===== src/sv/omfl_pkg.sv =====
package omfl_pkg;

  localparam int SPAN_SLOTS = 16;
  localparam int SLOT_W     = (SPAN_SLOTS > 1) ? $clog2(SPAN_SLOTS) : 1;
  localparam int FILL_W     = $clog2(SPAN_SLOTS + 1);
  localparam int FRAME_W    = 48;
  localparam int COUNT_W    = 20;

  typedef enum logic [1:0] {
    OP_RECORD = 2'd0,
    OP_QUERY  = 2'd1,
    OP_CLEAR  = 2'd2
  } op_t;

  typedef enum logic [1:0] {
    STATUS_OK   = 2'd0,
    STATUS_MISS = 2'd1,
    STATUS_OVFL = 2'd2
  } status_t;

  typedef enum logic [1:0] {
    ST_IDLE,
    ST_CHECK,
    ST_EVAL,
    ST_RESP
  } state_t;

  // one stored span
  typedef struct packed {
    logic [FRAME_W-1:0] output_start;
    logic [FRAME_W-1:0] media_start;
    logic [COUNT_W-1:0] media_count;
    logic [COUNT_W-1:0] hold_count;
  } span_t;

  // outcome of checking one span against the queried frame
  typedef struct packed {
    logic               hit;
    logic [FRAME_W-1:0] mapped;
    logic               holding;
  } match_t;

endpackage


===== src/sv/omfl_span_ram.sv =====
module omfl_span_ram (
  input  logic                            clk,
  input  logic                            wr_en,
  input  logic [omfl_pkg::SLOT_W-1:0]     wr_addr,
  input  omfl_pkg::span_t                 wr_data,
  input  logic                            rd_en,
  input  logic [omfl_pkg::SLOT_W-1:0]     rd_addr,
  output omfl_pkg::span_t                 rd_data
);

  omfl_pkg::span_t mem [omfl_pkg::SPAN_SLOTS];
  omfl_pkg::span_t rd_data_r;

  always_ff @(posedge clk) begin
    if (wr_en) begin
      mem[wr_addr] <= wr_data;
    end
  end

  // read data holds while no read is issued
  always_ff @(posedge clk) begin
    if (rd_en) begin
      rd_data_r <= mem[rd_addr];
    end
  end

  assign rd_data = rd_data_r;

endmodule


===== src/sv/omfl_span_eval.sv =====
module omfl_span_eval (
  input  logic                             clk,
  input  logic                             cap,
  input  logic [omfl_pkg::FRAME_W-1:0]     frame,
  input  omfl_pkg::span_t                  span,
  output omfl_pkg::match_t                 match
);

  logic [omfl_pkg::FRAME_W:0]   diff;
  logic                         borrow_r;
  logic [omfl_pkg::FRAME_W-1:0] within_r;
  logic [omfl_pkg::COUNT_W:0]   len_r;
  logic                         below;
  logic [omfl_pkg::COUNT_W-1:0] step;

  // first half: offset into span and span length
  assign diff = {1'b0, frame} - {1'b0, span.output_start};

  always_ff @(posedge clk) begin
    if (cap) begin
      borrow_r <= diff[omfl_pkg::FRAME_W];
      within_r <= diff[omfl_pkg::FRAME_W-1:0];
      len_r    <= {1'b0, span.media_count} + {1'b0, span.hold_count};
    end
  end

  // second half: span end is inclusive, media position clamps at media count
  always_comb begin
    below         = within_r < omfl_pkg::FRAME_W'(span.media_count);
    step          = below ? within_r[omfl_pkg::COUNT_W-1:0] : span.media_count;
    match.hit     = !borrow_r && (within_r <= omfl_pkg::FRAME_W'(len_r));
    match.mapped  = span.media_start + omfl_pkg::FRAME_W'(step);
    match.holding = (span.hold_count != '0) && !below;
  end

endmodule


===== src/sv/output_to_media_frame_ledger_unit.sv =====
// output to media frame ledger
// keeps a ring of the most recent playback spans and maps output frames back
// to media frames
// input channel: in_valid / in_stall with op, span counts and query frame;
//   a word is taken only while the unit is idle
// result channel: out_valid / out_stall, one result word per input word,
//   always carrying both running totals after the item
// record, clear, unused op, frame zero and empty-ring queries go straight
//   to the result state, and raise out_valid when the result is loaded
// a query reads the span memory newest first; for each span one memory
//   read is followed by the compare and the media add, and at most 16
//   spans are visited before a hit or a miss is reported
// throughput: the next word is accepted the cycle after a result moves into
//   the output register; a held result does not block the next word
// reset (synchronous, rst_n low): ring empty, write slot and totals zero,
//   no result pending; span memory contents are not cleared
// receiver stall: the output register holds its word; one further result
//   waits inside until the register frees, then input stalls
module output_to_media_frame_ledger_unit (
  input  logic                             clk,
  input  logic                             rst_n,
  input  logic                             in_valid,
  output logic                             in_stall,
  input  logic [1:0]                       in_op,
  input  logic [omfl_pkg::COUNT_W-1:0]     in_span_media_frames,
  input  logic [omfl_pkg::COUNT_W-1:0]     in_span_hold_frames,
  input  logic [omfl_pkg::FRAME_W-1:0]     in_query_output_frame,
  output logic                             out_valid,
  input  logic                             out_stall,
  output logic [1:0]                       out_status,
  output logic [omfl_pkg::FRAME_W-1:0]     out_mapped_media_frame,
  output logic                             out_is_holding,
  output logic [omfl_pkg::FRAME_W-1:0]     out_output_total,
  output logic [omfl_pkg::FRAME_W-1:0]     out_media_total
);

  localparam int SLOT_W  = omfl_pkg::SLOT_W;
  localparam int FILL_W  = omfl_pkg::FILL_W;
  localparam int FRAME_W = omfl_pkg::FRAME_W;
  localparam int COUNT_W = omfl_pkg::COUNT_W;

  omfl_pkg::state_t state_r, state_nxt;

  // ring bookkeeping and totals
  logic [FILL_W-1:0]  filled_r, filled_nxt;
  logic [SLOT_W-1:0]  wslot_r, wslot_nxt;
  logic [FRAME_W-1:0] out_tot_r, out_tot_nxt;
  logic [FRAME_W-1:0] med_tot_r, med_tot_nxt;

  // search walk
  logic [SLOT_W-1:0]  slot_r, slot_nxt;
  logic [FILL_W-1:0]  cnt_r, cnt_nxt;
  logic [FRAME_W-1:0] frame_r, frame_nxt;

  // staged result
  logic [1:0]         res_status_r, res_status_nxt;
  logic [FRAME_W-1:0] res_mapped_r, res_mapped_nxt;
  logic               res_hold_r, res_hold_nxt;

  // output register
  logic               out_valid_r, out_valid_nxt;
  logic [1:0]         out_status_r;
  logic [FRAME_W-1:0] out_mapped_r;
  logic               out_hold_r;
  logic [FRAME_W-1:0] out_otot_r;
  logic [FRAME_W-1:0] out_mtot_r;
  logic               out_load;

  // memory and compare
  logic               wr_en;
  omfl_pkg::span_t    wr_data;
  logic               rd_en;
  logic [SLOT_W-1:0]  rd_addr;
  omfl_pkg::span_t    rd_data;
  logic               cap;
  omfl_pkg::match_t   match;

  logic               accept;
  logic [COUNT_W:0]   span_len;
  logic [FRAME_W:0]   out_sum;
  logic [FRAME_W:0]   med_sum;
  logic [SLOT_W-1:0]  wslot_prev;
  logic [SLOT_W-1:0]  slot_prev;

  assign accept   = in_valid && !in_stall;
  assign in_stall = (state_r != omfl_pkg::ST_IDLE);

  // overflow check for a record: sums carry past bit 47
  assign span_len = {1'b0, in_span_media_frames} + {1'b0, in_span_hold_frames};
  assign out_sum  = {1'b0, out_tot_r} + (FRAME_W + 1)'(span_len);
  assign med_sum  = {1'b0, med_tot_r} + (FRAME_W + 1)'(in_span_media_frames);

  assign wslot_prev = (wslot_r == '0) ? SLOT_W'(omfl_pkg::SPAN_SLOTS - 1) : wslot_r - 1'b1;
  assign slot_prev  = (slot_r == '0) ? SLOT_W'(omfl_pkg::SPAN_SLOTS - 1) : slot_r - 1'b1;

  assign wr_data.output_start = out_tot_r;
  assign wr_data.media_start  = med_tot_r;
  assign wr_data.media_count  = in_span_media_frames;
  assign wr_data.hold_count   = in_span_hold_frames;

  // output register frees when empty or when its word is taken
  assign out_load = (state_r == omfl_pkg::ST_RESP) && (!out_valid_r || !out_stall);

  always_ff @(posedge clk) begin
    if (!rst_n) begin
      state_r <= omfl_pkg::ST_IDLE;
    end else begin
      state_r <= state_nxt;
    end
  end

  always_comb begin
    state_nxt      = state_r;
    filled_nxt     = filled_r;
    wslot_nxt      = wslot_r;
    out_tot_nxt    = out_tot_r;
    med_tot_nxt    = med_tot_r;
    slot_nxt       = slot_r;
    cnt_nxt        = cnt_r;
    frame_nxt      = frame_r;
    res_status_nxt = res_status_r;
    res_mapped_nxt = res_mapped_r;
    res_hold_nxt   = res_hold_r;
    wr_en          = 1'b0;
    rd_en          = 1'b0;
    rd_addr        = slot_prev;
    cap            = 1'b0;

    case (state_r)
      omfl_pkg::ST_IDLE: begin
        if (accept) begin
          res_status_nxt = omfl_pkg::STATUS_OK;
          res_mapped_nxt = '0;
          res_hold_nxt   = 1'b0;
          state_nxt      = omfl_pkg::ST_RESP;
          case (in_op)
            omfl_pkg::OP_RECORD: begin
              if (span_len == '0) begin
                // empty span leaves everything as is
              end else if (out_sum[FRAME_W] || med_sum[FRAME_W]) begin
                res_status_nxt = omfl_pkg::STATUS_OVFL;
              end else begin
                wr_en       = 1'b1;
                wslot_nxt   = (wslot_r == SLOT_W'(omfl_pkg::SPAN_SLOTS - 1)) ?
                              '0 : wslot_r + 1'b1;
                if (filled_r < FILL_W'(omfl_pkg::SPAN_SLOTS)) begin
                  filled_nxt = filled_r + 1'b1;
                end
                out_tot_nxt = out_sum[FRAME_W-1:0];
                med_tot_nxt = med_sum[FRAME_W-1:0];
              end
            end
            omfl_pkg::OP_QUERY: begin
              if (in_query_output_frame == '0) begin
                // frame zero always maps to media zero
              end else if (filled_r == '0) begin
                res_status_nxt = omfl_pkg::STATUS_MISS;
              end else begin
                // start the walk at the newest span
                rd_en     = 1'b1;
                rd_addr   = wslot_prev;
                slot_nxt  = wslot_prev;
                cnt_nxt   = filled_r;
                frame_nxt = in_query_output_frame;
                state_nxt = omfl_pkg::ST_CHECK;
              end
            end
            omfl_pkg::OP_CLEAR: begin
              filled_nxt  = '0;
              wslot_nxt   = '0;
              out_tot_nxt = '0;
              med_tot_nxt = '0;
            end
            default: begin
              // unused op: plain echo of the totals
            end
          endcase
        end
      end

      omfl_pkg::ST_CHECK: begin
        cap       = 1'b1;
        state_nxt = omfl_pkg::ST_EVAL;
      end

      omfl_pkg::ST_EVAL: begin
        if (match.hit) begin
          res_status_nxt = omfl_pkg::STATUS_OK;
          res_mapped_nxt = match.mapped;
          res_hold_nxt   = match.holding;
          state_nxt      = omfl_pkg::ST_RESP;
        end else if (cnt_r == FILL_W'(1)) begin
          res_status_nxt = omfl_pkg::STATUS_MISS;
          state_nxt      = omfl_pkg::ST_RESP;
        end else begin
          // step to the next older span
          rd_en     = 1'b1;
          rd_addr   = slot_prev;
          slot_nxt  = slot_prev;
          cnt_nxt   = cnt_r - 1'b1;
          state_nxt = omfl_pkg::ST_CHECK;
        end
      end

      omfl_pkg::ST_RESP: begin
        if (out_load) begin
          state_nxt = omfl_pkg::ST_IDLE;
        end
      end

      default: begin
        state_nxt = omfl_pkg::ST_IDLE;
      end
    endcase
  end

  always_ff @(posedge clk) begin
    if (!rst_n) begin
      filled_r  <= '0;
      wslot_r   <= '0;
      out_tot_r <= '0;
      med_tot_r <= '0;
    end else begin
      filled_r  <= filled_nxt;
      wslot_r   <= wslot_nxt;
      out_tot_r <= out_tot_nxt;
      med_tot_r <= med_tot_nxt;
    end
  end

  always_ff @(posedge clk) begin
    slot_r       <= slot_nxt;
    cnt_r        <= cnt_nxt;
    frame_r      <= frame_nxt;
    res_status_r <= res_status_nxt;
    res_mapped_r <= res_mapped_nxt;
    res_hold_r   <= res_hold_nxt;
  end

  // output register, totals are already updated when the result moves out
  always_comb begin
    out_valid_nxt = out_valid_r;
    if (out_load) begin
      out_valid_nxt = 1'b1;
    end else if (!out_stall) begin
      out_valid_nxt = 1'b0;
    end
  end

  always_ff @(posedge clk) begin
    if (!rst_n) begin
      out_valid_r <= 1'b0;
    end else begin
      out_valid_r <= out_valid_nxt;
    end
  end

  always_ff @(posedge clk) begin
    if (out_load) begin
      out_status_r <= res_status_r;
      out_mapped_r <= res_mapped_r;
      out_hold_r   <= res_hold_r;
      out_otot_r   <= out_tot_r;
      out_mtot_r   <= med_tot_r;
    end
  end

  assign out_valid              = out_valid_r;
  assign out_status             = out_status_r;
  assign out_mapped_media_frame = out_mapped_r;
  assign out_is_holding         = out_hold_r;
  assign out_output_total       = out_otot_r;
  assign out_media_total        = out_mtot_r;

  omfl_span_ram u_ram (
    .clk     (clk),
    .wr_en   (wr_en),
    .wr_addr (wslot_r),
    .wr_data (wr_data),
    .rd_en   (rd_en),
    .rd_addr (rd_addr),
    .rd_data (rd_data)
  );

  omfl_span_eval u_eval (
    .clk   (clk),
    .cap   (cap),
    .frame (frame_r),
    .span  (rd_data),
    .match (match)
  );

endmodule

===== config.mk =====
export PLATFORM = sky130hd
export DESIGN_NAME = output_to_media_frame_ledger_unit
export DESIGN_NICKNAME = d
export VERILOG_FILES = /design/src/sv/omfl_pkg.sv /design/src/sv/omfl_span_ram.sv /design/src/sv/omfl_span_eval.sv /design/src/sv/output_to_media_frame_ledger_unit.sv
export SDC_FILE = /design/constraint.sdc
export NUM_CORES = 2
export LEC_CHECK = 0
export BUFFER_PORTS_ARGS = -buffer_cell sky130_fd_sc_hd__buf_2
export CELL_PAD_IN_SITES_DETAIL_PLACEMENT = 1
export CELL_PAD_IN_SITES_GLOBAL_PLACEMENT = 2
export CORE_ASPECT_RATIO = 0.5
export CORE_UTILIZATION = 45
export DETAILED_ROUTE_END_ITERATION = 10
export PLACE_DENSITY = 0.83
export SLEW_MARGIN = 0
export SYNTH_ARGS = -nofsm -noshare
export SYNTH_HDL_FRONTEND = slang
export SYNTH_SLANG_ARGS = --single-unit

===== constraint.sdc =====
create_clock -name clk -period 11.54 [get_ports clk]
set_input_delay 2.308 -clock clk [delete_from_list [all_inputs] [get_ports clk]]
set_output_delay 2.308 -clock clk [all_outputs]
set_load 0.1 [all_outputs]

==> flow_summary.yaml <==
drt:
  drt-wirelength-per-cell_um: 29.45
  vias_per_cell: 6.098
  route.vias.total: 74940
  drtIter0Drc: 8530
  ant_nets: 0
  wl_um: 361900
  drc_errors: 0
  dr.pass1.iters: 5
logic_synthesis:
  synth_warnings: 0
  yosysSeqAreaShare_pct: 71.83
  ys.flop_type: "edfxtp_1"
  syn_inst: 8578
  syn_nets: 8879
  synth-edff-count: 2637
  avgSynthCellArea_um2: 13.20
  synth-async-reset-ratio_pct: 0
  synth-seq-cells: 2745
  ys_types: 72
  synthesis.area_um2: 113300
floorplanning:
  die-area_um2: 253800
  die_y_um: 356.7
  start_util_pct: 45.54
  io_pins: 243
  core_area_um2: 248700
  die_w_um: 711.5
  num_rows: 129
timing:
  worst_pin_slew_ps: 1318
  relSlewSlack_pct: 11.97
  skew_ps: 79.79
  finalSetupTns_ps: 0
  drv_slew: 0
  layout_min_cycle_time_ps: 9029
  finalSetupViolations: 0
  finalHoldViolations: 0
  finalCritPeriodShare_pct: 78.24
  fmax_mhz: 110.8
  rsz0062_at_grt: "false"
  timing.hold.ws_ps: 393.9
grt:
  grt_pass1_vias: 76180
  grt_max_degree: 166
  busiest_layer: "met2"
  met2_usage_pct: 43.82
  grt_pass1_wl_um: 524500
  use_met3_pct: 4.744
  grt_overflow: 0
  grt_antenna_before_repair: 31
  grt_usage_pct: 27.94
  grtUsageMet1_pct: 40.67
hold_path:
  hold_path_class: "flop to flop"
clock_tree:
  post-cts-setup-buffers: 0
  clk_pin_slew_ps: 60
  htree_num_levels: 4
  hold_buffers: 0
  cts_buffer_depth: 4
  clk_latency_ps: 940
  cts_resized: 0
  cts_sinks: 2745
  cts-buffers-inserted: 246
  cts_tree: "built"
  ctsRootBufferMaster: "clkbuf_16"
power:
  p_leak_nw: 44.15
  vdd_drop_max_v: 0.0001281
  powerDensity_nw_per_um2: 169.5
place:
  dpl.cell_count: 11843
  post_dp_cell_area_um2: 118800
  io_buffers: 242
  hpwl_um: 221800
  gp_congestion: 0.8572
cells_and_area:
  layout_commonest_cell: "edfxtp_1"
  final_cell_mix: "2637 x edfxtp_1, 2014 x nand2_1, 948 x nand3_1, 281 x a21oi_1, 247 x clkbuf_16"
  design_area_um2: 126400
  multi_input_area_um2: 29820
  nets: 9053
  seq_area_um2: 81350
  instances_no_fill: 12289
  fillers: 24550
  syn_to_final_growth_pct: 11.58
  drive_gt1_share_pct: 9.791
  final_core_util_pct: 50.81
worst_setup_path:
  required_ps: 12050
  critPathArrivalTime_ps: 9530
  reg2reg_slack_ps: 3980
  cp-start-kind: "input pin"
  crit_family: "simple AND/OR/NAND/NOR gates"
  cp_max_fo: 44
  worst_path_max_delay_cell: "and3_4"
  path_buf_inv: 2
  path_class: "input pin to flop"
  worstPathCellList: "buf_2, ha_1, a2111oi_0, o21ai_0, nand4_1, nand3_1, mux2i_1, or3_1, ha_1, a21oi_1, o221ai_1, a21oi_1, o21ai_0, nor2_1, o32ai_1, or3_1, o21a_4, nor2_1, and3_4, buf_4"
  critPathCaptureType: "flop"
  cpPeakStageDelay_ps: 1060
run:
  maxCapViolCount: 0
outcome:
  status: "finished, final reports clean"
==> cell families after synthesis <==
family          Yosys count  share of synthesized area (%)
compound gates         1114                          6.707
xor+xnor                143                          1.106
fa+ha+maj               207                          2.327
buf+inv                 635                          2.122
flops                  2745                          71.83
mux                     149                          1.916
simple gates           3585                          14.00
==> path summary, 6_finish.rpt <==
path / from / cells past startpoint / to
max: in_span_media_frames[4] / 20 / u_ram.mem[3][11]
min: res_mapped_r[43] / 0 / out_mapped_media_frame[43]
max reg2reg: u_eval.within_r[27] / 19 / res_mapped_r[44]
min reg2reg: res_mapped_r[43] / 0 / out_mapped_media_frame[43]
==> metrics by stage <==
stage | total power, mW | setup slack [ps]
after floorplan | 12.72 | 1441
after global placement | 13.54 | 1847
after global routing | 22.03 | 2140
final | 21.43 | 2511
after CTS | 21.50 | 2700
after detailed placement | 13.60 | 1780
==> final cells by class <==
class,count,area share (%)
diodes,12,0.02376
multi-input cells,5198,23.60
flip-flops and latches,2745,64.37
inverters,156,0.4634
clock buffers,299,5.045
well taps,3340,3.307
repair buffers,405,2.322
clock inverters,134,0.8683
==> synth_stat cells, types with 8 or more instances <==
library cell,count,area [µm²]
xnor2_1,98,858.3
or4_1,25,187.7
nand2_1,2016,7567
o21a_1,31,232.7
o21bai_1,22,165.2
dfxtp_1,108,2162
edfxtp_1,2637,79190
nand4_1,43,269.0
a21boi_0,49,367.9
and3_1,162,1013
a2111oi_0,29,254.0
nor4_1,37,231.5
clkbuf_1,438,1644
or2_2,12,75.07
nor2_1,153,574.3
ha_1,201,2515
buf_1,25,93.84
o21ai_0,121,605.6
a21oi_1,282,1411
and2_1,11,68.82
inv_1,156,585.6
o211ai_1,17,127.6
mux4_2,52,1171
a31oi_1,119,744.5
o22ai_1,34,212.7
xor2_1,45,394.1
a31o_2,8,70.07
mux2i_1,75,750.7
a211oi_1,17,127.6
and4_1,8,70.07
buf_2,16,80.08
nand3_1,948,4745
or3_1,49,306.5
mux2_2,22,247.7
a21o_1,79,593.1
a311oi_1,232,2032
o31ai_1,17,127.6
nor3_1,40,200.2
nand2b_1,38,237.7
nor2b_1,27,168.9
==> registers in the layout, indices dropped and copies added (netlist names) <==
name,count
out_media_total,48
out_tot_r,48
out_status,2
slot_r,4
cnt_r,5
res_mapped_r,48
res_status_r,2
frame_r,48
res_hold_r,1
out_is_holding,1
out_mapped_media_frame,48
state_r,2
filled_r,5
u_eval.within_r,48
out_output_total,48
med_tot_r,48
u_eval.len_r,21
wslot_r,4
u_eval.borrow_r,1
u_ram.rd_data,136
out_valid,1
u_ram.mem,2176
==> layer usage <==
layer	wire, µm	share of wire, %
met3	29600	8.2
met4	9627	2.7
met1	157900	44
met2	164700	46
met5	60	0.017
==> power breakdown <==
part           switching (mW)  leakage, nW  internal (mW)  total (mW)
combinational            1.59         15.2          0.608        2.20
clock                    3.74         3.65           4.27        8.01
sequential              0.154         25.3           11.1        11.2
total                    5.49         44.1           15.9        21.4
Power figures use the tool's default switching activity.
